[config.mk]
export PLATFORM = sky130hd
export DESIGN_NAME = pt2d_queue
export DESIGN_NICKNAME = d
export VERILOG_FILES = /design/src/rtl/pt2d_pkg.sv /design/src/rtl/pt2d_queue.sv
export SDC_FILE = /design/constraint.sdc
export NUM_CORES = 1
export LEC_CHECK = 0
export ABC_AREA = 1
export BUFFER_PORTS_ARGS = -buffer_cell sky130_fd_sc_hd__buf_2
export CORE_ASPECT_RATIO = 1.25
export CORE_UTILIZATION = 56
export CTS_CLUSTER_SIZE = 40
export DETAILED_ROUTE_END_ITERATION = 8
export MAX_ROUTING_LAYER = met4
export PLACE_DENSITY = 0.76
export SYNTH_ARGS = -nofsm -noshare
export SYNTH_HDL_FRONTEND = slang
export SYNTH_SLANG_ARGS = --single-unit
[constraint.sdc]
create_clock -name clock -period 2.15 [get_ports clock]
set_input_delay 0.43 -clock clock [delete_from_list [all_inputs] [get_ports clock]]
set_output_delay 0.43 -clock clock [all_outputs]
set_load 0.005 [all_outputs]
[src/rtl/pt2d_pkg.sv]
package pt2d_pkg;

   // Default geometry of the datapath.
   localparam int COORD_WIDTH_DEFAULT = 16;
   localparam int TRIG_FRACTION_BITS_DEFAULT = 15;

   // Configuration port.
   localparam int CSR_ADDR_W = 3;
   localparam int CSR_DATA_W = 13;

   localparam logic [CSR_ADDR_W-1:0] REG_MODE    = 3'd0;
   localparam logic [CSR_ADDR_W-1:0] REG_SHIFT_X = 3'd1;
   localparam logic [CSR_ADDR_W-1:0] REG_SHIFT_Y = 3'd2;
   localparam logic [CSR_ADDR_W-1:0] REG_ANGLE   = 3'd3;
   localparam logic [CSR_ADDR_W-1:0] REG_SCALE_X = 3'd4;
   localparam logic [CSR_ADDR_W-1:0] REG_SCALE_Y = 3'd5;

   // Transform modes.
   localparam logic [2:0] MODE_TRANSLATE = 3'd0;
   localparam logic [2:0] MODE_ROTATE    = 3'd1;
   localparam logic [2:0] MODE_SCALE     = 3'd2;
   localparam logic [2:0] MODE_REFLECT_Y = 3'd3;
   localparam logic [2:0] MODE_REFLECT_X = 3'd4;

   // Screen center of the geometric frame.
   localparam int CENTER_X = 320;
   localparam int CENTER_Y = 240;

   // Decoupling queue between classification and arithmetic.
   localparam int QUEUE_DEPTH = 4;

   // Angle table: 512 entries so every 9-bit angle code has a value.
   localparam int ANGLE_CODES = 512;
   localparam int TRIG_ENTRY_W = 32;
   localparam int SERIES_BITS = 33;
   localparam int SERIES_TERMS = 60;
   localparam longint unsigned ANGLE_STEP = 1744;
   localparam longint unsigned ANGLE_SCALE = 100000;

   typedef struct packed {
      logic [2:0]         mode;
      logic signed [12:0] shift_x;
      logic signed [12:0] shift_y;
      logic signed [6:0]  scale_x;
      logic signed [6:0]  scale_y;
   } cfg_type;

   typedef struct packed {
      logic full;
      logic empty;
   } queue_status_type;

   // Sine or cosine of angle code d times 0.01744 rad, from the Maclaurin series in
   // unsigned Q33 with truncating steps, then rounded half away from zero to frac_bits
   // fraction bits. Called with constant arguments only.
   function automatic logic signed [TRIG_ENTRY_W-1:0] trig_entry(input int d,
                                                                  input int frac_bits,
                                                                  input bit want_sine);
      logic [63:0]      a;
      logic [63:0]      t;
      logic [63:0]      s;
      logic [63:0]      c;
      logic [63:0]      v;
      logic [63:0]      mag;
      int               sh;
      a = 64'(d) * ANGLE_STEP;
      t = 64'd1 << SERIES_BITS;
      s = 64'd0;
      c = t;
      for (int m = 1; m <= SERIES_TERMS; m++) begin
         t = (t * a) / ANGLE_SCALE;
         t = t / 64'(m);
         unique case (m & 3)
            1: s = s + t;
            2: c = c - t;
            3: s = s - t;
            default: c = c + t;
         endcase
      end
      v = want_sine ? s : c;
      sh = SERIES_BITS - frac_bits;
      mag = v[63] ? (64'd0 - v) : v;
      mag = (mag + (64'd1 << (sh - 1))) >> sh;
      v = v[63] ? (64'd0 - mag) : mag;
      return v[TRIG_ENTRY_W-1:0];
   endfunction

endpackage

[src/rtl/pt2d_queue.sv]
module pt2d_queue
   import pt2d_pkg::*;
#(
   parameter int WIDTH = 8,
   parameter int DEPTH = QUEUE_DEPTH
) (
   input  logic             clock,
   input  logic             reset,
   input  logic             push,
   input  logic [WIDTH-1:0] wdata,
   input  logic             pop,
   output logic [WIDTH-1:0] rdata,
   output queue_status_type status
);

   localparam int PTR_W = (DEPTH > 1) ? $clog2(DEPTH) : 1;
   localparam int CNT_W = $clog2(DEPTH + 1);

   logic [WIDTH-1:0] entry_ff [DEPTH];
   logic [PTR_W-1:0] wr_ptr_ff, wr_ptr_in;
   logic [PTR_W-1:0] rd_ptr_ff, rd_ptr_in;
   logic [CNT_W-1:0] count_ff, count_in;

   function automatic logic [PTR_W-1:0] next_ptr(input logic [PTR_W-1:0] p);
      if (p == PTR_W'(DEPTH - 1)) begin
         return '0;
      end
      return p + PTR_W'(1);
   endfunction

   always_comb begin
      wr_ptr_in = push ? next_ptr(wr_ptr_ff) : wr_ptr_ff;
      rd_ptr_in = pop ? next_ptr(rd_ptr_ff) : rd_ptr_ff;
      count_in  = count_ff + CNT_W'(push) - CNT_W'(pop);
   end

   always_ff @(posedge clock) begin
      if (reset) begin
         wr_ptr_ff <= '0;
         rd_ptr_ff <= '0;
         count_ff  <= '0;
      end else begin
         wr_ptr_ff <= wr_ptr_in;
         rd_ptr_ff <= rd_ptr_in;
         count_ff  <= count_in;
      end
   end

   always_ff @(posedge clock) begin
      if (push) begin
         entry_ff[wr_ptr_ff] <= wdata;
      end
   end

   assign rdata        = entry_ff[rd_ptr_ff];
   assign status.full  = (count_ff == CNT_W'(DEPTH));
   assign status.empty = (count_ff == '0);

endmodule

======== Word level (Yosys, flattened, before mapping) ========
Memories as Yosys holds them, arrays and structs flattened. A register that Yosys moved wholly into a read port is not among the register bits.
Index checks and enable logic that the tools add are counted.
Widths: inputs -> output; s select.
cells by class
  eq/ne operators ......................... 3
  mux-type cells .......................... 10
  $add $sub $neg .......................... 4
  reductions and logical operators ........ 1
operator list
  cell                 number
  $mux 2               6
  $add 2x1->2 const B  2
  $eq 2x2->1 const B   2
  $mux 1               4
  $add 3x1->3          1
  $eq 3x3->1 const B   1
  $logic_not 3->1      1
  $sub 3x1->3          1
storage, ports and cells
  word-level logic and storage cells ...... 22
  memory bits (writable) .................. 32
  register bits after elaboration ......... 7
  memories kept ........................... 1
memory list
  memory    depth  width  rd ports  clocked after memory_dff  wr ports  RTL line          source
  entry_ff  4      8      1         1                         1         pt2d_queue.sv:19  logic [WIDTH-1:0] entry_ff [DEPTH];

======== Depth between registers and ports, before layout ========
  depth after elaboration ................. 5
  mapped depth ............................ 9
  depth with buffers taken out ............ 9

======== Worst setup path after synthesis ========
Ideal clock, no wire load.
  path type ............................... input-to-reg
  start point ............................. input port pop
  end point ............................... register count_ff[2]
  buffers on the path ..................... 0
  stages on the path ...................... 8
  path slack .............................. 0.584 ns
  arrival time ............................ 1.451 ns
  setup time .............................. 0.115 ns
  cells stage by stage .................... ha_1 -> inv_1 -> ha_1 -> fa_1 -> inv_1 -> nand3_1 -> nand2_1 -> nor2_1
between the ends
  word-level cells in the longest chain between the ends .. 1
ends and longest elaborated chain
  what                    RTL line          source
  start: declaration      pt2d_queue.sv:11  input logic pop,
  $sub 3x1->3             pt2d_queue.sv:34  count_in = count_ff + CNT_W'(push) - CNT_W'(pop);
  end signal: assignment  pt2d_queue.sv:45  count_ff <= count_in;
  end: declaration        pt2d_queue.sv:22  logic [CNT_W-1:0] count_ff, count_in;
Every way passes these cells.
A chain may end at the register's enable or synchronous reset.

==> impl_metrics.env <==
export IMPL_synth_top_cell_area_share_pct=54.9
export IMPL_crit_fanout=16
export IMPL_grt_pass1_vias=1031
export IMPL_top_layer="met4"
export IMPL_critPathLaunchType="flop"
export IMPL_pin_count=22
export IMPL_finalCriticalPeriod_ns=1.92
export IMPL_wl_met1_um=1010
export IMPL_ys_seq_area_share_pct=65.2
export IMPL_dpl_hpwl_um=1790
export IMPL_gr_total_overflow=0
export IMPL_grt_first_pass_wirelength_um=4280
export IMPL_power_total_mw=1.54
export IMPL_cts_resized_gates=0
export IMPL_viasPerCell=5.08
export IMPL_synth_seq_cells=41
export IMPL_hold_ws_ns=0.290
export IMPL_drv_slew=0
export IMPL_syn_nets=174
export IMPL_first_pass_iters=4
export IMPL_gp_congestion=0.683
export IMPL_run_status="finished clean"
export IMPL_netSwitchingPower_mw=0.384
export IMPL_row_count=22
export IMPL_switching_share_pct=24.9
export IMPL_dieHeight_um=64.5
export IMPL_wl_per_cell_um=11.9
export IMPL_cts_hold_buf=0
export IMPL_dieArea_um2=3350
export IMPL_final_hold_violation_count=0
export IMPL_drc=0
export IMPL_tightest_slew_ns=0.620
export IMPL_hold_class="input pin to flop"
export IMPL_fin_crit_sh_pct=89.1
export IMPL_area_growth_pct=9.58
export IMPL_p_seq_share_pct=60.7
export IMPL_multi_input_area_um2=433
export IMPL_synthDistinctLibCells=17
export IMPL_path_class="flop to output pin"
export IMPL_peakVddDrop_mv=0.549
export IMPL_cts_root_buf="clkbuf_4"
export IMPL_yosys_warnings=0
export IMPL_combPwrFrac_pct=14.2
export IMPL_num_nets_final=198
export IMPL_power_leakage_nw=0.846
export IMPL_antennaDiodeCount=0
export IMPL_post_cts_buffers=0
export IMPL_syn_inst=154
export IMPL_max_freq_mhz=522
export IMPL_track_usage_pct=18.9
export IMPL_htreeDepth=2
export IMPL_fillers=237
export IMPL_drt_iter0_drc=26
export IMPL_cp_required_ns=1.72
export IMPL_wl_met3_um=162
export IMPL_grt_max_degree=33
export IMPL_grt_antenna_before_repair=0
export IMPL_cap_violations=0
export IMPL_finalWirelength_um=2560
export IMPL_dr_wl_met2_um=1320
export IMPL_cts_buffers=5
export IMPL_critPathArrivalTime_ns=1.49
export IMPL_power_density_nw_per_um2=802
export IMPL_grt_setup_unrepaired="false"
export IMPL_clk_path_buf_depth=2
export IMPL_drive_gt1_share_pct=17.9
export IMPL_pwr_share_clk_pct=25.1
export IMPL_setup_viol=0
export IMPL_num_vias=1092
export IMPL_synth_area_um2=1750
export IMPL_yosysTopAreaCell="edfxtp_1"
export IMPL_p_int_mw=1.15
export IMPL_regArea_um2=1140
export IMPL_io_buffers=21
export IMPL_avgSynthCellArea_um2=11.4
export IMPL_clock_skew_ns=0.0122
export IMPL_setup_tns_final_ns=0
export IMPL_ant_nets=0
export IMPL_die_x_um=52.0
export IMPL_clk_pin_slew_worst_paths_ns=0.11
export IMPL_insertion_delay_ns=0.34
export IMPL_yosys_top_cells_area="edfxtp_1, dfxtp_1, inv_1, nand2_1, ha_1"
export IMPL_cts_sinks=41
export IMPL_relSlewSlack_pct=58.6
export IMPL_cts_tree="built"
export IMPL_end_kind="output pin"
export IMPL_start_util_pct=59.4
export IMPL_core_area_um2=2950
worst paths after layout:
| check | slack (ns) | depth (start not counted) | startpoint | to |
|---|---|---|---|---|
| min | 0.29 | 2 | reset | count_ff[1] |
| min reg2reg | 0.53 | 2 | rd_ptr_ff[0] | flop |
| max reg2reg | 0.54 | 9 | count_ff[0] | count_ff[2] |
| max | 0.23 | 3 | flop | rdata[7] |
placed cells by master, fill, tap and decap left out, types with 2 or more instances in the layout:
cell	count
ha_1	7
o21ai_1	5
nor2_1	10
dfxtp_1	9
o211ai_1	6
buf_2	21
clkbuf_4	5
o21ai_0	6
edfxtp_1	32
o211ai_2	2
a21oi_1	10
nand2_1	25
inv_1	33
through the flow:
step / utilization, % / std cells / setup slack, ns / instance area (um^2)
5_1_grt: 65.1 / 215 / 0.0806 / 1920
3_5_place_dp: 63.0 / 207 / 0.376 / 1860
4_1_cts: 65.1 / 215 / 0.201 / 1920
3_3_place_gp: 63.0 / 207 / 0.438 / 1860
2_1_floorplan: - / 154 / 0.584 / 1750
6_report: 65.1 / 215 / 0.233 / 1920
cells in the mapped netlist:
cell type  count
a21oi_1       10
a21oi_2        1
buf_4          1
buf_6          4
dfxtp_1        9
edfxtp_1      32
fa_1           1
ha_1           7
inv_1         33
nand2_1       25
nand3_1        1
nor2_1        10
nor3_1         1
o211ai_1       6
o211ai_2       2
o21ai_0        6
o21ai_1        5
area by class of cell:
| cell class | count | share of cell area (%) |
|---|---|---|
| clock buffers | 7 | 2.87 |
| clock inverters | 1 | 0.391 |
| inverters | 33 | 6.46 |
| multi-input cells | 75 | 22.6 |
| flip-flops and latches | 41 | 59.5 |
| well taps | 36 | 2.35 |
| repair buffers | 22 | 5.87 |
kinds of logic (layout without fill, tap and decap cells):
family	count (synthesis)	in the layout	share of synthesized area (%)
DFF	41	41	65.2
buffers and inverters	38	63	10.1
and+or+nand+nor	37	37	8.08
AOI/OAI and AO/OA	30	30	10.5
adders and majority gates	8	8	6.15
state kept, by name, summed over array words and instances, names as in the netlist, named ones only:
name	cells
entry_ff	32
count_ff	3
rd_ptr_ff	2
wr_ptr_ff	2
power groups by stage:
stage	logic [mW]	registers (mW)	clock network, mW
global placement	0.203	0.948	0
finish	0.219	0.934	0.385
detailed placement	0.220	0.952	0
CTS	0.221	0.934	0.396
global route	0.257	0.939	0.420
floorplan	0.158	0.941	0
per-layer routing:
| metal | up-vias | global-route usage (%) |
|---|---|---|
| met5 | - | - |
| met4 | 0 | 10.1 |
| met3 | 6 | 6.81 |
| met2 | 31 | 31.3 |
| met1 | 503 | 19.0 |
| li1 | 552 | - |
critical path: stages (launching register included):
cell,delay (ns)
dfxtp_1,0.73
o211ai_1,0.18
nand2_1,0.12
buf_2,0.11
(Power assumes the default switching activity.)
