===== config.mk =====
export PLATFORM = sky130hd
export DESIGN_NAME = pt2d_back
export DESIGN_NICKNAME = d
export VERILOG_FILES = /design/src/rtl/pt2d_pkg.sv /design/src/rtl/pt2d_back.sv
export SDC_FILE = /design/constraint.sdc
export NUM_CORES = 2
export LEC_CHECK = 0
export ABC_AREA = 1
export BUFFER_PORTS_ARGS = -buffer_cell sky130_fd_sc_hd__clkbuf_2
export CORE_MARGIN = 2
export CORE_UTILIZATION = 65
export DETAILED_ROUTE_END_ITERATION = 7
export GPL_ROUTABILITY_DRIVEN = 0
export PLACE_DENSITY = 0.83
export SYNTH_ARGS = -nofsm -noshare
export SYNTH_HDL_FRONTEND = slang
export SYNTH_SLANG_ARGS = --single-unit
export TNS_END_PERCENT = 1

===== constraint.sdc =====
create_clock -name clock -period 9.55 [get_ports clock]
set_input_delay 1.91 -clock clock [delete_from_list [all_inputs] [get_ports clock]]
set_output_delay 1.91 -clock clock [all_outputs]
set_load 0.05 [all_outputs]

===== src/rtl/pt2d_pkg.sv =====
package pt2d_pkg;

   // Default geometry of the datapath.
   localparam int COORD_WIDTH_DEFAULT = 16;
   localparam int TRIG_FRACTION_BITS_DEFAULT = 15;

   // Configuration port.
   localparam int CSR_ADDR_W = 3;
   localparam int CSR_DATA_W = 13;

   localparam logic [CSR_ADDR_W-1:0] REG_MODE    = 3'd0;
   localparam logic [CSR_ADDR_W-1:0] REG_SHIFT_X = 3'd1;
   localparam logic [CSR_ADDR_W-1:0] REG_SHIFT_Y = 3'd2;
   localparam logic [CSR_ADDR_W-1:0] REG_ANGLE   = 3'd3;
   localparam logic [CSR_ADDR_W-1:0] REG_SCALE_X = 3'd4;
   localparam logic [CSR_ADDR_W-1:0] REG_SCALE_Y = 3'd5;

   // Transform modes.
   localparam logic [2:0] MODE_TRANSLATE = 3'd0;
   localparam logic [2:0] MODE_ROTATE    = 3'd1;
   localparam logic [2:0] MODE_SCALE     = 3'd2;
   localparam logic [2:0] MODE_REFLECT_Y = 3'd3;
   localparam logic [2:0] MODE_REFLECT_X = 3'd4;

   // Screen center of the geometric frame.
   localparam int CENTER_X = 320;
   localparam int CENTER_Y = 240;

   // Decoupling queue between classification and arithmetic.
   localparam int QUEUE_DEPTH = 4;

   // Angle table: 512 entries so every 9-bit angle code has a value.
   localparam int ANGLE_CODES = 512;
   localparam int TRIG_ENTRY_W = 32;
   localparam int SERIES_BITS = 33;
   localparam int SERIES_TERMS = 60;
   localparam longint unsigned ANGLE_STEP = 1744;
   localparam longint unsigned ANGLE_SCALE = 100000;

   typedef struct packed {
      logic [2:0]         mode;
      logic signed [12:0] shift_x;
      logic signed [12:0] shift_y;
      logic signed [6:0]  scale_x;
      logic signed [6:0]  scale_y;
   } cfg_type;

   typedef struct packed {
      logic full;
      logic empty;
   } queue_status_type;

   // Sine or cosine of angle code d times 0.01744 rad, from the Maclaurin series in
   // unsigned Q33 with truncating steps, then rounded half away from zero to frac_bits
   // fraction bits. Called with constant arguments only.
   function automatic logic signed [TRIG_ENTRY_W-1:0] trig_entry(input int d,
                                                                  input int frac_bits,
                                                                  input bit want_sine);
      logic [63:0]      a;
      logic [63:0]      t;
      logic [63:0]      s;
      logic [63:0]      c;
      logic [63:0]      v;
      logic [63:0]      mag;
      int               sh;
      a = 64'(d) * ANGLE_STEP;
      t = 64'd1 << SERIES_BITS;
      s = 64'd0;
      c = t;
      for (int m = 1; m <= SERIES_TERMS; m++) begin
         t = (t * a) / ANGLE_SCALE;
         t = t / 64'(m);
         unique case (m & 3)
            1: s = s + t;
            2: c = c - t;
            3: s = s - t;
            default: c = c + t;
         endcase
      end
      v = want_sine ? s : c;
      sh = SERIES_BITS - frac_bits;
      mag = v[63] ? (64'd0 - v) : v;
      mag = (mag + (64'd1 << (sh - 1))) >> sh;
      v = v[63] ? (64'd0 - mag) : mag;
      return v[TRIG_ENTRY_W-1:0];
   endfunction

endpackage


===== src/rtl/pt2d_back.sv =====
module pt2d_back
   import pt2d_pkg::*;
#(
   parameter int COORD_WIDTH = COORD_WIDTH_DEFAULT,
   parameter int TRIG_FRACTION_BITS = TRIG_FRACTION_BITS_DEFAULT,
   localparam int AW = COORD_WIDTH + 2,
   localparam int BW = TRIG_FRACTION_BITS + 2,
   localparam int ENTRY_W = 1 + 4 * AW + 4 * BW
) (
   input  logic                          clock,
   input  logic                          reset,
   input  logic [ENTRY_W-1:0]            q_rdata,
   input  queue_status_type              q_status,
   output logic                          q_pop,
   output logic                          out_valid,
   input  logic                          out_ready,
   output logic signed [COORD_WIDTH-1:0] x_out,
   output logic signed [COORD_WIDTH-1:0] y_out,
   output logic                          saturated
);

   localparam int PW = AW + BW;
   localparam int SW = PW + 2;
   localparam int F  = TRIG_FRACTION_BITS;

   localparam logic signed [SW-1:0] K_X  = SW'(CENTER_X) << F;
   localparam logic signed [SW-1:0] K_Y  = SW'(CENTER_Y) << F;
   localparam logic signed [SW-1:0] BIAS = {{(SW-F){1'b0}}, {F{1'b1}}};
   localparam logic signed [SW-1:0] HI   = {{(SW-COORD_WIDTH+1){1'b0}}, {(COORD_WIDTH-1){1'b1}}};
   localparam logic signed [SW-1:0] LO   = {{(SW-COORD_WIDTH+1){1'b1}}, {(COORD_WIDTH-1){1'b0}}};

   logic signed [AW-1:0] ax0, ax1, ay0, ay1;
   logic signed [BW-1:0] bx0, bx1, by0, by1;
   logic                 rot;

   logic                 advance;
   logic                 s1_valid_ff, s1_rot_ff;
   logic signed [PW-1:0] px0_ff, px1_ff, py0_ff, py1_ff;
   logic                 s2_valid_ff, s2_rot_ff;
   logic signed [SW-1:0] sum_x_ff, sum_y_ff, sum_x_in, sum_y_in;
   logic                 out_valid_ff;
   logic signed [COORD_WIDTH-1:0] x_out_ff, y_out_ff, x_out_in, y_out_in;
   logic                 sat_ff, sat_in;
   logic signed [SW-1:0] qx, qy;

   assign {by1, by0, bx1, bx0, ay1, ay0, ax1, ax0, rot} = q_rdata;

   // The whole pipe moves together unless the output register is held.
   assign advance = !out_valid_ff || out_ready;
   assign q_pop   = advance && !q_status.empty;

   function automatic logic signed [SW-1:0] trunc_frac(input logic signed [SW-1:0] v,
                                                      input logic shift_en);
      logic signed [SW-1:0] b;
      b = v;
      if (shift_en) begin
         if (v[SW-1]) begin
            b = v + BIAS;
         end
         b = b >>> F;
      end
      return b;
   endfunction

   always_comb begin
      sum_x_in = (s1_rot_ff ? K_X : SW'(0)) + SW'(px0_ff) + SW'(px1_ff);
      sum_y_in = (s1_rot_ff ? K_Y : SW'(0)) + SW'(py0_ff) + SW'(py1_ff);

      qx = trunc_frac(sum_x_ff, s2_rot_ff);
      qy = trunc_frac(sum_y_ff, s2_rot_ff);

      sat_in   = 1'b0;
      x_out_in = qx[COORD_WIDTH-1:0];
      y_out_in = qy[COORD_WIDTH-1:0];
      if (qx > HI) begin
         x_out_in = HI[COORD_WIDTH-1:0];
         sat_in   = 1'b1;
      end else if (qx < LO) begin
         x_out_in = LO[COORD_WIDTH-1:0];
         sat_in   = 1'b1;
      end
      if (qy > HI) begin
         y_out_in = HI[COORD_WIDTH-1:0];
         sat_in   = 1'b1;
      end else if (qy < LO) begin
         y_out_in = LO[COORD_WIDTH-1:0];
         sat_in   = 1'b1;
      end
   end

   always_ff @(posedge clock) begin
      if (reset) begin
         s1_valid_ff  <= 1'b0;
         s2_valid_ff  <= 1'b0;
         out_valid_ff <= 1'b0;
      end else if (advance) begin
         s1_valid_ff  <= !q_status.empty;
         s2_valid_ff  <= s1_valid_ff;
         out_valid_ff <= s2_valid_ff;
      end
   end

   always_ff @(posedge clock) begin
      if (advance) begin
         s1_rot_ff <= rot;
         px0_ff    <= PW'(ax0) * PW'(bx0);
         px1_ff    <= PW'(ax1) * PW'(bx1);
         py0_ff    <= PW'(ay0) * PW'(by0);
         py1_ff    <= PW'(ay1) * PW'(by1);
         s2_rot_ff <= s1_rot_ff;
         sum_x_ff  <= sum_x_in;
         sum_y_ff  <= sum_y_in;
         x_out_ff  <= x_out_in;
         y_out_ff  <= y_out_in;
         sat_ff    <= sat_in;
      end
   end

   assign out_valid = out_valid_ff;
   assign x_out     = x_out_ff;
   assign y_out     = y_out_ff;
   assign saturated = sat_ff;

endmodule


[Word-level counts from Yosys, hierarchy flattened]
Index checks and enable logic that the tools add are counted.
Operators by class
  add/sub/neg operators: 6
  $mul: 4
  magnitude comparators: 4
  mux-type cells: 9
  reductions and logical operators: 5
Operators by type and width (number)
  $mux W37: 4
  $mul A18 B17 Y35: 4
  $add A36 B35 Y37: 2
  $add A37 B16 Y37 const B: 2
  $gt A37 B16 Y1 const B: 2
  $lt A37 B16 Y1 const B: 2
  $add A24 B35 Y36: 1
  $add A25 B35 Y36: 1
  $mux W16: 2
  $mux W24: 1
  $mux W23: 1
  $reduce_or A3 Y1: 1
  $logic_not A1 Y1: 2
  $logic_and A1 B1 Y1: 1
  $logic_or A1 B1 Y1: 1
  $mux W1: 1
Word-level totals
  register bits: 252
  input port bits: 146
  word-level logic and storage cells: 42

[Longest topological paths before layout]
  word-level depth: 5
  depth in mapped cells: 31

[Least setup slack after synthesis]
No wires, ideal clock.
  path type: input to register
  from: input q_rdata[36]
  to: register px1_ff[32], data pin
  library setup time: 0.260 ns
  data arrival time: 7.356 ns
  slack: 1.934 ns
  cell stages on the path: 22
  path buffers: 2
  cells stage by stage: clkbuf_1 > clkbuf_1 > nand2_1 > inv_1 > fa_1 > fa_1 > fa_1 > fa_1 > fa_1 > inv_1 > fa_1 > inv_1 > ha_1 > nand2_1 > nor4_1 > nand2_1 > o211ai_1 > nand2_1 > o211ai_1 > nand2_1 > nand2_1 > xor2_1
On the way
  word-level cells in the longest chain between the ends: 1
RTL lines
  from (decl): line pt2d_back.sv:12  | input logic [ENTRY_W-1:0] q_rdata,
  $mul A18 B17 Y35: line pt2d_back.sv:107  | px1_ff <= PW'(ax1) * PW'(bx1);
  to (signal assigned): line pt2d_back.sv:107
  to (decl): line pt2d_back.sv:38  | logic signed [PW-1:0] px0_ff, px1_ff, py0_ff, py1_ff;
Every way passes these cells.
A chain may end at the register's enable or synchronous reset.

[Final worst setup path]
  from: input q_rdata[92]
  to: register px1_ff[32], data pin
The elaborated chain is that of the path after synthesis.

==> run summary <==
Drc violations -> 4
CTS resizes -> 0
Crit path to -> px1_ff[32]
Final ANT Viol Nets -> 0
Final hold violation count -> 0
CTS hold repair buffers -> 0
Chip width -> 312 microns
Clk sinks -> 252
Height of the die -> 312 microns
Initial antenna violation count -> 2
Remaining Overflow, GRT -> 0
Violated checks -> DRC
Post-Syn Area per Cell -> 8.34 sq um
Synth cell count leaders -> inv_1 (2074), nand2_1 (1750), fa_1 (1252)
CORE AREA -> 0.0936 sq mm
Pre-antenna DRT Iters -> 8
CTS root buf -> clkbuf_16
EDFF count, synth -> 249
Skew final -> 17.3 ps
Post-route setup slack -> 1710 ps
Row cnt -> 112
Status -> finished, violations left
Synth-to-Final Area Change -> 3.63%
R2R Setup Slk -> 6030 ps
Critical Path Source Type -> input pin
Crit Path Max Fanout -> 18
Die area -> 0.0971 sq mm
Synth Register Bits -> 252
Cell with the most instances after synthesis -> inv_1
Mapped Nets -> 9259
Worst-path clk slew -> 70 ps
Place WS -> 1270 ps
Max Slew Vio Count -> 0
# port buffers -> 179
Clock Path Buffers -> 3
Largest net degree at the start of global routing -> 99
Number of global-route vias before repair -> 51100
Total number of vias -> 47600
Worst r2r dst -> sum_y_ff[34]
Critical Path End Type -> flip-flop
Later-pin clock latency in the skew report -> 550 ps
Top-area cell type share of the netlist area -> 40.7%
Unique masters post-synth -> 52
DRT iter0 DRCs -> 4446
Setup TNS -> 0 ps
Num CTS Buffers -> 25
Post-synth top flop -> edfxtp_1
Crit share post-route -> 82.0%
Worst reg2reg path depth -> 14
Placed cells -> 8526
Worst EP arrival -> 8120 ps
CTS tree -> done
Post-Syn Instances -> 7379
All-Layer GR Usage -> 30.8%
Starting Density -> 65.7%
Non-Filler Instances -> 8573
Wire per inst -> 16.7 microns
Total Routed Length -> 144 mm
Final core occ -> 68.1%
Top cells by area, synth -> fa_1 (41%), inv_1 (13%), edfxtp_1 (12%)
Ys async rst share -> 0%
RSZ-0062 raised after global routing -> no
Mapped Area -> 0.0615 sq mm
Crit path required time -> 9840 ps
Sequential share of the synthesized area -> 12.3%
Critical path class -> input pin to flip-flop
Hold Path Class -> flip-flop to flip-flop
Synth Warn # -> 0
Post-CTS Setup Repair Bufs -> 0
I/O pin count -> 181
Final Net Count -> 9179
Crit path launch -> q_rdata[92]
DP Wirelength -> 119 mm
Min Tclk post-route -> 7840 ps
Max cap viols -> 0
Slew HR -> 29.5%
# setup viols final -> 0
Vias/cell -> 5.56
Slew @ Worst Pin -> 1060 ps
Worst reg2reg startpoint -> s1_rot_ff
Cell taking the most area after synthesis -> fa_1
Global-route wire length before repair -> 245 mm
Layout cells sized above 1 -> 3.79%
Fmax achieved -> 0.128 GHz
Htree depth -> 1
==> logic make-up (layout without fill, tap and decap cells) <==
group,Yosys count,after routing,share of synthesized area (%)
other,0,2,0
AO/OA/AOI/OAI,494,494,4.42
AND/OR/NAND/NOR,2283,2283,14.8
flip-flops,252,252,12.3
XOR/XNOR,244,244,3.47
adder cells (fa/ha/maj),1734,1734,50.5
buffers and inverters,2372,2310,14.5
==> worst max-delay path, cell delays in order <==
cell,delay (ps)
clkbuf_2,310
nand2_1,240
inv_1,100
fa_1,660
fa_1,910
fa_1,530
fa_1,500
fa_1,490
inv_1,50
fa_1,480
inv_1,50
ha_1,370
nand2_1,130
nor4_1,380
nand2_1,80
o211ai_1,380
nand2_1,140
o211ai_1,150
nand2_1,90
nand2_1,90
xor2_1,70
==> per-stage QoR <==
stage                     hold slack, ps  instance area (sq um)
after floorplan                      430                  61500
after global placement               437                  62900
after detailed placement             452                  62900
after CTS                            461                  63700
after global routing                 494                  63700
final                                461                  63700
==> sequential cells by signal, indices dropped and copies added, names as in the netlist <==
signal	flops
out_valid	1
px0_ff	35
px1_ff	35
py0_ff	35
py1_ff	35
s1_rot_ff	1
s1_valid_ff	1
s2_rot_ff	1
s2_valid_ff	1
saturated	1
sum_x_ff	37
sum_y_ff	37
x_out	16
y_out	16
==> area by class of cell <==
| type | count | area (sq um) |
|---|---|---|
| Antenna cell | 2 | 5.00 |
| Inverter | 2079 | 7810 |
| Multi-Input combinational cell | 4755 | 45000 |
| Clock inverter | 20 | 208 |
| Sequential cell | 252 | 7540 |
| Tap cell | 1254 | 1570 |
| Clock buffer | 25 | 626 |
| Fill cell | 7254 | 29900 |
| Timing Repair Buffer | 186 | 948 |
==> placed cells by master (no fill, tap or decap), types with 18 or more instances in the layout <==
cell type     n
nand3_1     112
a31oi_1      21
o21ai_0     149
xnor2_1      92
a21oi_1     236
nand4_1      32
nor2_1      278
ha_1        482
edfxtp_1    249
clkbuf_2    179
or2_2        18
xor2_1      152
nor3_1       35
nand2_1    1750
clkbuf_16    25
inv_1      2073
fa_1       1252
nor4_1       23
==> how the worst min path moves through the flow <==
stage                start           to  slack [ps]  depth (start not counted)
2_1_floorplan  s2_valid_ff    out_valid         430                          2
3_3_place_gp   s2_valid_ff    out_valid         440                          2
3_5_place_dp   s2_valid_ff    out_valid         450                          2
4_1_cts        s2_valid_ff    out_valid         460                          2
5_1_grt        s2_valid_ff  s2_valid_ff         490                          2
6_report       s2_valid_ff    out_valid         460                          2
==> routing by layer <==
layer	share of wire, %	global-route usage (%)
met5	0	0
met4	3.6	10.5
met3	10	5.02
met2	48	51.3
met1	38	41.3
Power is not shown: default switching activity piles up to over one toggle a cycle in this logic, so the estimate is an artifact.
