## src/rtl/pt2d_pkg.sv

```systemverilog
package pt2d_pkg;

   // Default geometry of the datapath.
   localparam int COORD_WIDTH_DEFAULT = 16;
   localparam int TRIG_FRACTION_BITS_DEFAULT = 15;

   // Configuration port.
   localparam int CSR_ADDR_W = 3;
   localparam int CSR_DATA_W = 13;

   localparam logic [CSR_ADDR_W-1:0] REG_MODE    = 3'd0;
   localparam logic [CSR_ADDR_W-1:0] REG_SHIFT_X = 3'd1;
   localparam logic [CSR_ADDR_W-1:0] REG_SHIFT_Y = 3'd2;
   localparam logic [CSR_ADDR_W-1:0] REG_ANGLE   = 3'd3;
   localparam logic [CSR_ADDR_W-1:0] REG_SCALE_X = 3'd4;
   localparam logic [CSR_ADDR_W-1:0] REG_SCALE_Y = 3'd5;

   // Transform modes.
   localparam logic [2:0] MODE_TRANSLATE = 3'd0;
   localparam logic [2:0] MODE_ROTATE    = 3'd1;
   localparam logic [2:0] MODE_SCALE     = 3'd2;
   localparam logic [2:0] MODE_REFLECT_Y = 3'd3;
   localparam logic [2:0] MODE_REFLECT_X = 3'd4;

   // Screen center of the geometric frame.
   localparam int CENTER_X = 320;
   localparam int CENTER_Y = 240;

   // Decoupling queue between classification and arithmetic.
   localparam int QUEUE_DEPTH = 4;

   // Angle table: 512 entries so every 9-bit angle code has a value.
   localparam int ANGLE_CODES = 512;
   localparam int TRIG_ENTRY_W = 32;
   localparam int SERIES_BITS = 33;
   localparam int SERIES_TERMS = 60;
   localparam longint unsigned ANGLE_STEP = 1744;
   localparam longint unsigned ANGLE_SCALE = 100000;

   typedef struct packed {
      logic [2:0]         mode;
      logic signed [12:0] shift_x;
      logic signed [12:0] shift_y;
      logic signed [6:0]  scale_x;
      logic signed [6:0]  scale_y;
   } cfg_type;

   typedef struct packed {
      logic full;
      logic empty;
   } queue_status_type;

   // Sine or cosine of angle code d times 0.01744 rad, from the Maclaurin series in
   // unsigned Q33 with truncating steps, then rounded half away from zero to frac_bits
   // fraction bits. Called with constant arguments only.
   function automatic logic signed [TRIG_ENTRY_W-1:0] trig_entry(input int d,
                                                                  input int frac_bits,
                                                                  input bit want_sine);
      logic [63:0]      a;
      logic [63:0]      t;
      logic [63:0]      s;
      logic [63:0]      c;
      logic [63:0]      v;
      logic [63:0]      mag;
      int               sh;
      a = 64'(d) * ANGLE_STEP;
      t = 64'd1 << SERIES_BITS;
      s = 64'd0;
      c = t;
      for (int m = 1; m <= SERIES_TERMS; m++) begin
         t = (t * a) / ANGLE_SCALE;
         t = t / 64'(m);
         unique case (m & 3)
            1: s = s + t;
            2: c = c - t;
            3: s = s - t;
            default: c = c + t;
         endcase
      end
      v = want_sine ? s : c;
      sh = SERIES_BITS - frac_bits;
      mag = v[63] ? (64'd0 - v) : v;
      mag = (mag + (64'd1 << (sh - 1))) >> sh;
      v = v[63] ? (64'd0 - mag) : mag;
      return v[TRIG_ENTRY_W-1:0];
   endfunction

endpackage

```

## src/rtl/pt2d_front.sv

```systemverilog
module pt2d_front
   import pt2d_pkg::*;
#(
   parameter int COORD_WIDTH = COORD_WIDTH_DEFAULT,
   parameter int TRIG_FRACTION_BITS = TRIG_FRACTION_BITS_DEFAULT,
   localparam int AW = COORD_WIDTH + 2,
   localparam int BW = TRIG_FRACTION_BITS + 2,
   localparam int ENTRY_W = 1 + 4 * AW + 4 * BW
) (
   input  logic                         clock,
   input  logic                         reset,
   input  logic                         in_valid,
   output logic                         in_ready,
   input  logic signed [COORD_WIDTH-1:0] x_in,
   input  logic signed [COORD_WIDTH-1:0] y_in,
   input  logic                         first_vertex,
   input  cfg_type                      cfg,
   input  logic signed [BW-1:0]         sin_val,
   input  logic signed [BW-1:0]         cos_val,
   input  queue_status_type             q_status,
   output logic                         q_push,
   output logic [ENTRY_W-1:0]           q_wdata
);

   logic signed [COORD_WIDTH-1:0] pivot_x_ff, pivot_x_in;
   logic signed [COORD_WIDTH-1:0] pivot_y_ff, pivot_y_in;

   logic signed [AW-1:0] xe, ye, pxe, pye, dx, dy;
   logic signed [BW-1:0] one_b, fx, fy, fx_c, fy_c;
   logic signed [AW-1:0] ax0, ax1, ay0, ay1;
   logic signed [BW-1:0] bx0, bx1, by0, by1;
   logic                 rot;

   assign in_ready = !q_status.full;
   assign q_push   = in_valid && in_ready;

   always_comb begin
      xe    = AW'(x_in);
      ye    = AW'(y_in);
      pxe   = AW'(pivot_x_ff);
      pye   = AW'(pivot_y_ff);
      dx    = xe - AW'(CENTER_X);
      dy    = AW'(CENTER_Y) - ye;
      one_b = BW'(1);
      fx    = BW'(cfg.scale_x);
      fy    = BW'(cfg.scale_y);
      fx_c  = one_b - fx;
      fy_c  = one_b - fy;

      // Default: vertex passes through as x*1 + 0.
      rot = 1'b0;
      ax0 = xe;
      bx0 = one_b;
      ax1 = '0;
      bx1 = '0;
      ay0 = ye;
      by0 = one_b;
      ay1 = '0;
      by1 = '0;

      unique case (cfg.mode)
         MODE_TRANSLATE: begin
            ax0 = xe + AW'(cfg.shift_x);
            ay0 = ye - AW'(cfg.shift_y);
         end
         MODE_ROTATE: begin
            rot = 1'b1;
            ax0 = dx;
            bx0 = cos_val;
            ax1 = dy;
            bx1 = -sin_val;
            ay0 = dy;
            by0 = -cos_val;
            ay1 = dx;
            by1 = -sin_val;
         end
         MODE_SCALE: begin
            // The pivot vertex itself comes back unchanged.
            if (!first_vertex) begin
               bx0 = fx;
               ax1 = pxe;
               bx1 = fx_c;
               by0 = fy;
               ay1 = pye;
               by1 = fy_c;
            end
         end
         MODE_REFLECT_Y: begin
            ax0 = AW'(2 * CENTER_X) - xe;
         end
         MODE_REFLECT_X: begin
            ay0 = AW'(2 * CENTER_Y) - ye;
         end
         default: begin
         end
      endcase

      pivot_x_in = pivot_x_ff;
      pivot_y_in = pivot_y_ff;
      if (q_push && first_vertex) begin
         pivot_x_in = x_in;
         pivot_y_in = y_in;
      end
   end

   assign q_wdata = {by1, by0, bx1, bx0, ay1, ay0, ax1, ax0, rot};

   always_ff @(posedge clock) begin
      if (reset) begin
         pivot_x_ff <= '0;
         pivot_y_ff <= '0;
      end else begin
         pivot_x_ff <= pivot_x_in;
         pivot_y_ff <= pivot_y_in;
      end
   end

endmodule

```

## config.mk

```make
export PLATFORM = sky130hd
export DESIGN_NAME = pt2d_front
export DESIGN_NICKNAME = d
export VERILOG_FILES = /design/src/rtl/pt2d_pkg.sv /design/src/rtl/pt2d_front.sv
export SDC_FILE = /design/constraint.sdc
export NUM_CORES = 1
export LEC_CHECK = 0
export BUFFER_PORTS_ARGS = -buffer_cell sky130_fd_sc_hd__buf_2
export CAP_MARGIN = 20
export CORE_UTILIZATION = 51
export CTS_BUF_LIST = sky130_fd_sc_hd__clkbuf_8
export DETAILED_ROUTE_END_ITERATION = 10
export GPL_ROUTABILITY_DRIVEN = 0
export PLACE_DENSITY = 0.84
export SLEW_MARGIN = 20
export SYNTH_ARGS = -nofsm -noshare
export SYNTH_HDL_FRONTEND = slang
export SYNTH_SLANG_ARGS = --single-unit
```

## constraint.sdc

```tcl
create_clock -name clock -period 2.63 [get_ports clock]
set_input_delay 0.1315 -clock clock [delete_from_list [all_inputs] [get_ports clock]]
set_output_delay 0.1315 -clock clock [all_outputs]
set_load 0.02 [all_outputs]
```

# After elaboration in Yosys (flattened, before gate mapping)
# Cells that the tools add are included.
dict set report classes {
  eq_ne 4
  n_bitwise 0
  magnitude_cmp 0
  reduce_logical 4
  add_sub_neg 10
  shifts 0
  mul 0
  div 0
  n_mux 15
}
# operator n
set op_table {}
lappend op_table {{one-hot mux 17 bit (2 select lines)} 4}
lappend op_table {{one-hot mux 18 bit (3 select lines)} 2}
lappend op_table {{one-hot mux 18 bit (2 select lines)} 2}
lappend op_table {{2-to-1 mux 17 bit} 4}
lappend op_table {{2-to-1 mux 18 bit} 2}
lappend op_table {{negation 17 bit} 2}
lappend op_table {{adder 16 x 13 -> 17 bit} 1}
lappend op_table {{subtractor 10 x 16 -> 17 bit, first input constant} 1}
lappend op_table {{subtractor 11 x 16 -> 17 bit, first input constant} 1}
lappend op_table {{subtractor 16 x 10 -> 17 bit, second input constant} 1}
lappend op_table {{subtractor 16 x 13 -> 17 bit} 1}
lappend op_table {{subtractor 9 x 16 -> 17 bit, first input constant} 1}
lappend op_table {{subtractor 2 x 7 -> 8 bit, first input constant} 2}
lappend op_table {{== test 3 x 2 -> 1 bit, second input constant} 2}
lappend op_table {{== test 3 x 1 -> 1 bit, second input constant} 1}
lappend op_table {{== test 3 bit, second input constant} 1}
lappend op_table {{zero test 3 bit} 1}
lappend op_table {{logical AND 1 bit} 2}
lappend op_table {{zero test 1 bit} 1}
lappend op_table {{2-to-1 mux 1 bit} 1}
dict set report totals {
  word_cells 35
  reg_bits 32
  romBits 0
  mem_bits_rw 0
  inputBits 115
  mem_count 0
  latchBits 0
}

# Longest topological paths before layout
# Gate-level depths: netlist (run 1).
dict set report depth {
  depth_word 3
  ltp_mapped 12
  depth_no_buf 10
}

# Worst setup path before layout (run 1)
# OpenSTA, ideal clock, no wires.
dict set report synth_path {
  path_kind {input -> output}
  from {input port y_in[0]}
  to {output port q_wdata[54]}
  path_buffers 1
  slack_ns 0.125
  stages 11
  arrival_ns 2.374
  path_cell_list {inv_1 > ha_1 > fa_1 > nand2b_1 > a21oi_1 > o41a_1 > a41oi_1 > o21ai_0 > a211oi_1 > a211o_1 > buf_4}
}
dict set report synth_between {
  elab_chain_len 2
}
# element line_no
set synth_rtl {}
lappend synth_rtl {{start: declaration} pt2d_front.sv:15} ;# input logic signed [COORD_WIDTH-1:0] y_in,
lappend synth_rtl {{subtractor 10 x 16 -> 17 bit (tied with other cells)} pt2d_front.sv:92} ;# ay0 = AW'(2 * CENTER_Y) - ye;
lappend synth_rtl {{one-hot mux 18 bit (3 select lines) (*)} pt2d_front.sv:61} ;# unique case (cfg.mode)
lappend synth_rtl {{end: declaration} pt2d_front.sv:22} ;# output logic [ENTRY_W-1:0] q_wdata
# Every way passes the cells marked *; elsewhere a longest branch is shown, timed or not.

# Worst setup path in the final report (run 1)
# Same ends and word-level chain as after synthesis.

==> impl_metrics.toml, run 1 <==
[run_status]
status = "completed"

[place]
hpwl_um = 17170
numPortBuffers = 256
placed_area_um2 = 7695

[sta]
drv_slew = 0
min_period_ns = 2.518
final-hold-violation-count = 0
post-route-period-util_pct = 95.75
setup_viol = 0
max_freq_ghz = 0.3971
fin_skew_ns = 0
max_slew_margin_pct = 30.64
worstMarginPinSlew_ns = 1.038

[logic_synthesis]
synth_top_cell_by_area = "nand2_1"
synthArstFlopShare_pct = 0
yosysMostFrequentCell = "nand2_1"
synth_edf_count = 0
synth_top_area_share_pct = 11.89
yosys-top-cells-count = "nand2_1 (197), o21ai_0 (104), a21oi_1 (102)"
ys_seq_area_share_pct = 10.30
synth.cell_area_um2 = 6221
synth_fp_nets = 1165
ys_top_cells_by_area = "nand2_1 (12%), dfxtp_1 (10%), o21ai_0 (8.4%)"
synth-seq-cells = 32
syn-instance-count = 1008
syn_avg_cell_area_um2 = 6.172
synth_top_flop_cell = "dfxtp_1"
yosysWarnings = 0
synth_cell_types = 75

[global_route]
antenna_found_initial = 0
grt_max_degree = 43
grt_usage_pct = 33.25
grt_pass1_wl_um = 34780
overflow = 0
grt_pass1_vias = 7013

[route]
wirelength_um = 22070
drt_iter0_drc = 1003
vias = 8199
dr.pass1.iters = 5
wl_per_cell_um = 16.03
drtAntennaViolNets = 0
viasPerCell = 5.954
drc_errors = 0

[finish]
area.growth.synth_to_final_pct = 25.97
final_core_util_pct = 67.19
fill_cells = 1126
stdcell_area_um2 = 7836
nets = 1390
antennaDiodeCount = 0
drive_above_1_share_pct = 26.58
register_area_um2 = 640.6
multi_input_area_um2 = 5135

[setup_path]
crit_path_max_incr_delay_ns = 0.39
critical_path.cell_chain = "buf_2 > inv_1 > ha_1 > fa_1 > nand2b_1 > a21oi_2 > o41a_1 > a41oi_2 > o21ai_2 > a211oi_1 > a211o_1 > buf_2"
cp.required_ns = 2.50
critPathMostFrequentCell = "buf_2"
critPathLaunchType = "input pin"
crit_path_end_kind = "output port"
criticalPathCategory = "in2out"
crit_fanout = 3
cp_slowest_cell = "fa_1"
worstPathArrival_ns = 2.39

[floorplan]
die_h_um = 112.4
start_util_pct = 53.34
core_um2 = 11660
io_pins = 258
rows = 39
die_width_um = 112.4
die-area_um2 = 12640

[clock_tree]
tritoncts = "built"
cts_buffers = 5
cts_sinks = 32
clock_latency_ns = 0.28
root_buffer = "clkbuf_8"
h-tree-depth = 2
path_clk_slew_ns = 0.07
cts_buffer_depth = 2
postCtsSetupRepairBufs = 0

[power_and_ir_drop]
peakVddDrop_mv = 0.1616
p_leak_nw = 3.910
p_comb_share_pct = 56.4
pwr-share-seq_pct = 21.6
intPower_mw = 1.340
power_switching_mw = 1.022
clkPwrFrac_pct = 22.0
swShare_pct = 43.27
powerDensity_nw_per_um2 = 301.4

[hold_path]
hold_class = "in2reg"

[flow_run]
cap_violations = 0
-- layout make-up --
class                      count  area share [%]
clock buffer                   7           1.229
timing repair buffer         298           20.53
tap                          143           2.283
clock inverter                 1          0.3832
inverter                      39           1.868
sequential                    32           8.175
multi-input combinational    857           65.53
-- layer usage --
metal / part of all wire (%) / up-vias / global-route usage [%] / routed length [µm]
li1: - / 4012 / - / -
met1: 44 / 3676 / 46.79 / 9745
met2: 45 / 455 / 53.13 / 9907
met3: 8.8 / 56 / 3.888 / 1947
met4: 2.1 / 0 / 9.867 / 471
met5: 0 / - / 0 / 0
-- worst max-delay path: cells and delay by family --
kind | cells | cell delay (ns)
compound gates | 6 | 1.16
fa+ha+maj | 2 | 0.61
buf+inv | 3 | 0.30
simple gates | 1 | 0.19
-- worst paths after layout --
| path | from | end | slack, ns | cells after the start |
|---|---|---|---|---|
| worst max-delay path | y_in[0] | q_wdata[54] | 0.11 | 12 |
| worst min-delay path | x_in[0] | pivot_x_ff[0] | 0.15 | 3 |
| worst max register to register | pivot_x_ff[3] | pivot_x_ff[3] | 1.95 | 2 |
| worst min register to register | pivot_y_ff[5] | pivot_y_ff[5] | 0.46 | 2 |
-- power by group through the flow --
stage               Clock (mW)  Combinational (mW)  Sequential (mW)
floorplan                    0               0.862            0.517
global placement             0                1.28            0.519
detailed placement           0                1.30            0.520
CTS                      0.523                1.30            0.509
global route             0.549                1.44            0.510
finish                   0.520                1.33            0.509
-- flip-flops by register name (all words and copies together), names as in the netlist --
name / flops
pivot_x_ff: 16
pivot_y_ff: 16
-- metrics by stage --
| step | worst slack [ns] | setup TNS (ns) | power, mW | hold WS (ns) | std cells |
|---|---|---|---|---|---|
| 2_1_floorplan | 0.1249 | 0 | 1.380 | 0.2006 | 1008 |
| 5_1_grt | -0.006516 | -0.01539 | 2.502 | 0.1568 | 1377 |
| 3_5_place_dp | -0.06372 | -0.1734 | 1.816 | 0.4443 | 1369 |
| 6_report | 0.1118 | 0 | 2.362 | 0.1506 | 1377 |
| 3_3_place_gp | 0.01430 | 0 | 1.797 | 0.4428 | 1369 |
| 4_1_cts | 0.01493 | 0 | 2.334 | 0.1396 | 1377 |
-- what timing repair did --
action | in CTS | in global routing
pin swaps | 0 | 3
hold buffers | 0 | 0
cloned | 0 | 0
resized for setup | 1 | 6
endpoints found under the setup margin | 3 | 6
-- layout by cell type, fill, tap and decap left out, types with 4 or more instances in the layout --
cell type / Yosys / routed
nand2b_1: 12 / 12
and3_1: 10 / 10
nand2_1: 197 / 197
nor3b_1: 4 / 4
o211ai_1: 9 / 9
and2_1: 4 / 4
ha_1: 40 / 40
a22oi_1: 4 / 4
xnor2_1: 32 / 32
o21ai_1: 3 / 5
nand4_1: 6 / 6
o221ai_1: 5 / 5
nor4_1: 13 / 13
a211oi_1: 5 / 5
o22ai_1: 10 / 10
a21oi_1: 102 / 101
o21ai_0: 104 / 101
nor3_1: 42 / 40
clkbuf_8: 0 / 7
dfxtp_1: 32 / 32
a221o_1: 4 / 4
nor2_1: 68 / 68
xor2_1: 42 / 42
a22o_1: 12 / 12
a21o_1: 22 / 22
buf_4: 6 / 41
buf_2: 1 / 256
inv_1: 36 / 36
or3_1: 6 / 6
a31oi_1: 6 / 6
nor2b_1: 6 / 6
nand3_1: 20 / 20
-- cells by family (layout without fill, tap and decap cells) --
family                     count (synthesis)  after routing  synth area share, %
xor gates and xnor gates                  74             74                10.42
adders and majority gates                 43             43                8.850
muxes                                      6              6                1.026
buffers and inverters                    119            345                7.562
DFF                                       32             32                10.30
AOI/OAI and AO/OA                        326            326                31.88
and+or+nand+nor                          408            408                29.97
Note: power is estimated with default switching activity, not from simulation.
==> inputs of run 2 (changes only) <==
- CTS_BUF_LIST: sky130_fd_sc_hd__clkbuf_8 -> sky130_fd_sc_hd__clkbuf_4
==> run 2 against run 1 <==
  * Total power down 6.6%
  * Worst setup slack about the same
  * Register-to-register slack about the same
  * Die area unchanged
  * Critical endpoint unchanged
==> impl_metrics.toml, run 2 (synthesis gave the netlist of run 1 again) <==
[power_and_ir_drop]
clkPwrFrac_pct = 16.5
power.total_mw = 2.207
swShare_pct = 45.64
peakVddDrop_mv = 0.1592
powerDensity_nw_per_um2 = 283.5
intPower_mw = 1.200
p_leak_nw = 3.885
pwr-share-seq_pct = 23.1
p_comb_share_pct = 60.4
power_switching_mw = 1.007

[floorplan]
core_um2 = 11660
die_width_um = 112.4
start_util_pct = 53.34
rows = 39
die-area_um2 = 12640
io_pins = 258
die_h_um = 112.4

[clock_tree]
path_clk_slew_ns = 0.10
cts_sinks = 32
cts_buffer_depth = 2
h-tree-depth = 2
tritoncts = "built"
clock_latency_ns = 0.33
postCtsSetupRepairBufs = 0
root_buffer = "clkbuf_4"
cts_buffers = 5

[route]
dr.pass1.iters = 5
drt_iter0_drc = 925
vias = 8217
wirelength_um = 22090
drc_errors = 0
wl_per_cell_um = 16.04
drtAntennaViolNets = 0
viasPerCell = 5.967

[sta]
post-route-period-util_pct = 95.76
worstMarginPinSlew_ns = 1.057
min_period_ns = 2.519
max_freq_ghz = 0.3971
fin_skew_ns = 0
max_slew_margin_pct = 29.35
final-hold-violation-count = 0
drv_slew = 0
setup_viol = 0
tns_ns = 0

[setup_path]
criticalPathCategory = "in2out"
crit_fanout = 3
critPathBufInv = 3
critPathMostFrequentCell = "buf_2"
cp_slowest_cell = "fa_1"
critPathLaunchType = "input pin"
crit_path_max_incr_delay_ns = 0.39
crit_family = "compound AO/OA/AOI/OAI gates"
crit_path_end_kind = "output port"
worstPathArrival_ns = 2.39
critical_path.cell_chain = "buf_2 > inv_1 > ha_1 > fa_1 > nand2b_1 > a21oi_2 > o41a_1 > a41oi_2 > o21ai_2 > a211oi_1 > a211o_1 > buf_2"
cp.required_ns = 2.50

[finish]
layout_common_cells = "buf_2 (256), nand2_1 (197), a21oi_1 (101), o21ai_0 (101), nor2_1 (68)"
final_common_cell = "buf_2"
drive_above_1_share_pct = 26.42
nets = 1390
area.growth.synth_to_final_pct = 25.14
antennaDiodeCount = 0
largest_registers = "pivot_x_ff x16, pivot_y_ff x16"

[global_route]
grt_pass1_wl_um = 34620
grt_usage_pct = 33.16
grt_pass1_vias = 6995
overflow = 0
antenna_found_initial = 0
grt_max_degree = 43

[flow_run]
cap_violations = 0

[place]
numPortBuffers = 256
hpwl_um = 17170

[hold_path]
hold_class = "in2reg"

[run_status]
status = "completed"
run 2: cell types whose count changed in the layout (fill, tap and decap cells not counted), sizes merged:
| cell | change |
|---|---|
| clkinv | +2 |
| clkbuf | -2 |
run 2: worst register-to-register path: cells and delay by family, from the launching register on:
| family | cells | cell delay (ns) |
|---|---|---|
| simple gates | 1 | 0.07 |
| compound gates | 1 | 0.20 |
| flops | 1 | 0.35 |
run 2: path summary, 6_finish.rpt:
path / from / slack [ns] / cells past startpoint / end
worst max-delay path: y_in[0] / 0.11 / 12 / q_wdata[54]
worst min-delay path: x_in[0] / 0.09 / 3 / pivot_x_ff[0]
worst max register to register: pivot_x_ff[12] / 1.94 / 2 / pivot_x_ff[12]
worst min register to register: pivot_y_ff[5] / 0.46 / 2 / pivot_y_ff[5]
run 2: power groups by stage:
stage                     Sequential [mW]  Clock (mW)  Combinational (mW)
after global routing                0.511       0.391                1.44
after detailed placement            0.520           0                1.30
after floorplan                     0.517           0               0.862
after global placement              0.519           0                1.28
final                               0.509       0.365                1.33
after CTS                           0.509       0.366                1.30
run 2: final cells by class:
| cell class | instances | area (µm²) |
|---|---|---|
| sequential | 32 | 640.6 |
| clock buffer | 5 | 37.54 |
| timing repair buffer | 298 | 1609 |
| multi-input combinational | 857 | 5135 |
| inverter | 39 | 146.4 |
| tap | 143 | 178.9 |
| fill | 1136 | 3877 |
| clock inverter | 3 | 37.54 |
run 2: routing by layer:
| layer | GRT usage, % | share of wire (%) | vias to the layer above | wire, µm |
|---|---|---|---|---|
| met3 | 2.916 | 8.0 | 41 | 1766 |
| met2 | 53.75 | 45 | 467 | 10040 |
| met4 | 9.244 | 2.0 | 0 | 452 |
| met1 | 46.86 | 45 | 3696 | 9830 |
| li1 | - | - | 4013 | - |
| met5 | 0 | 0 | - | 0 |
run 2: what timing repair did:
action | CTS | global route
pin swaps | 0 | 3
cloned | 0 | 0
hold buffers | 0 | 0
setup endpoints to repair | 3 | 6
gates resized for setup | 1 | 6
run 2: through the flow:
stage	cells	instance area (µm²)	util, %	hold slack, ns	setup WS [ns]
5_1_grt	1377	7785	66.75	0.09389	-0.006516
4_1_cts	1377	7770	66.62	0.08069	0.01493
2_1_floorplan	1008	6221	-	0.2006	0.1249
6_report	1377	7785	66.75	0.08978	0.1115
3_5_place_dp	1369	7695	65.98	0.4443	-0.06372
3_3_place_gp	1369	7695	65.98	0.4428	0.01430
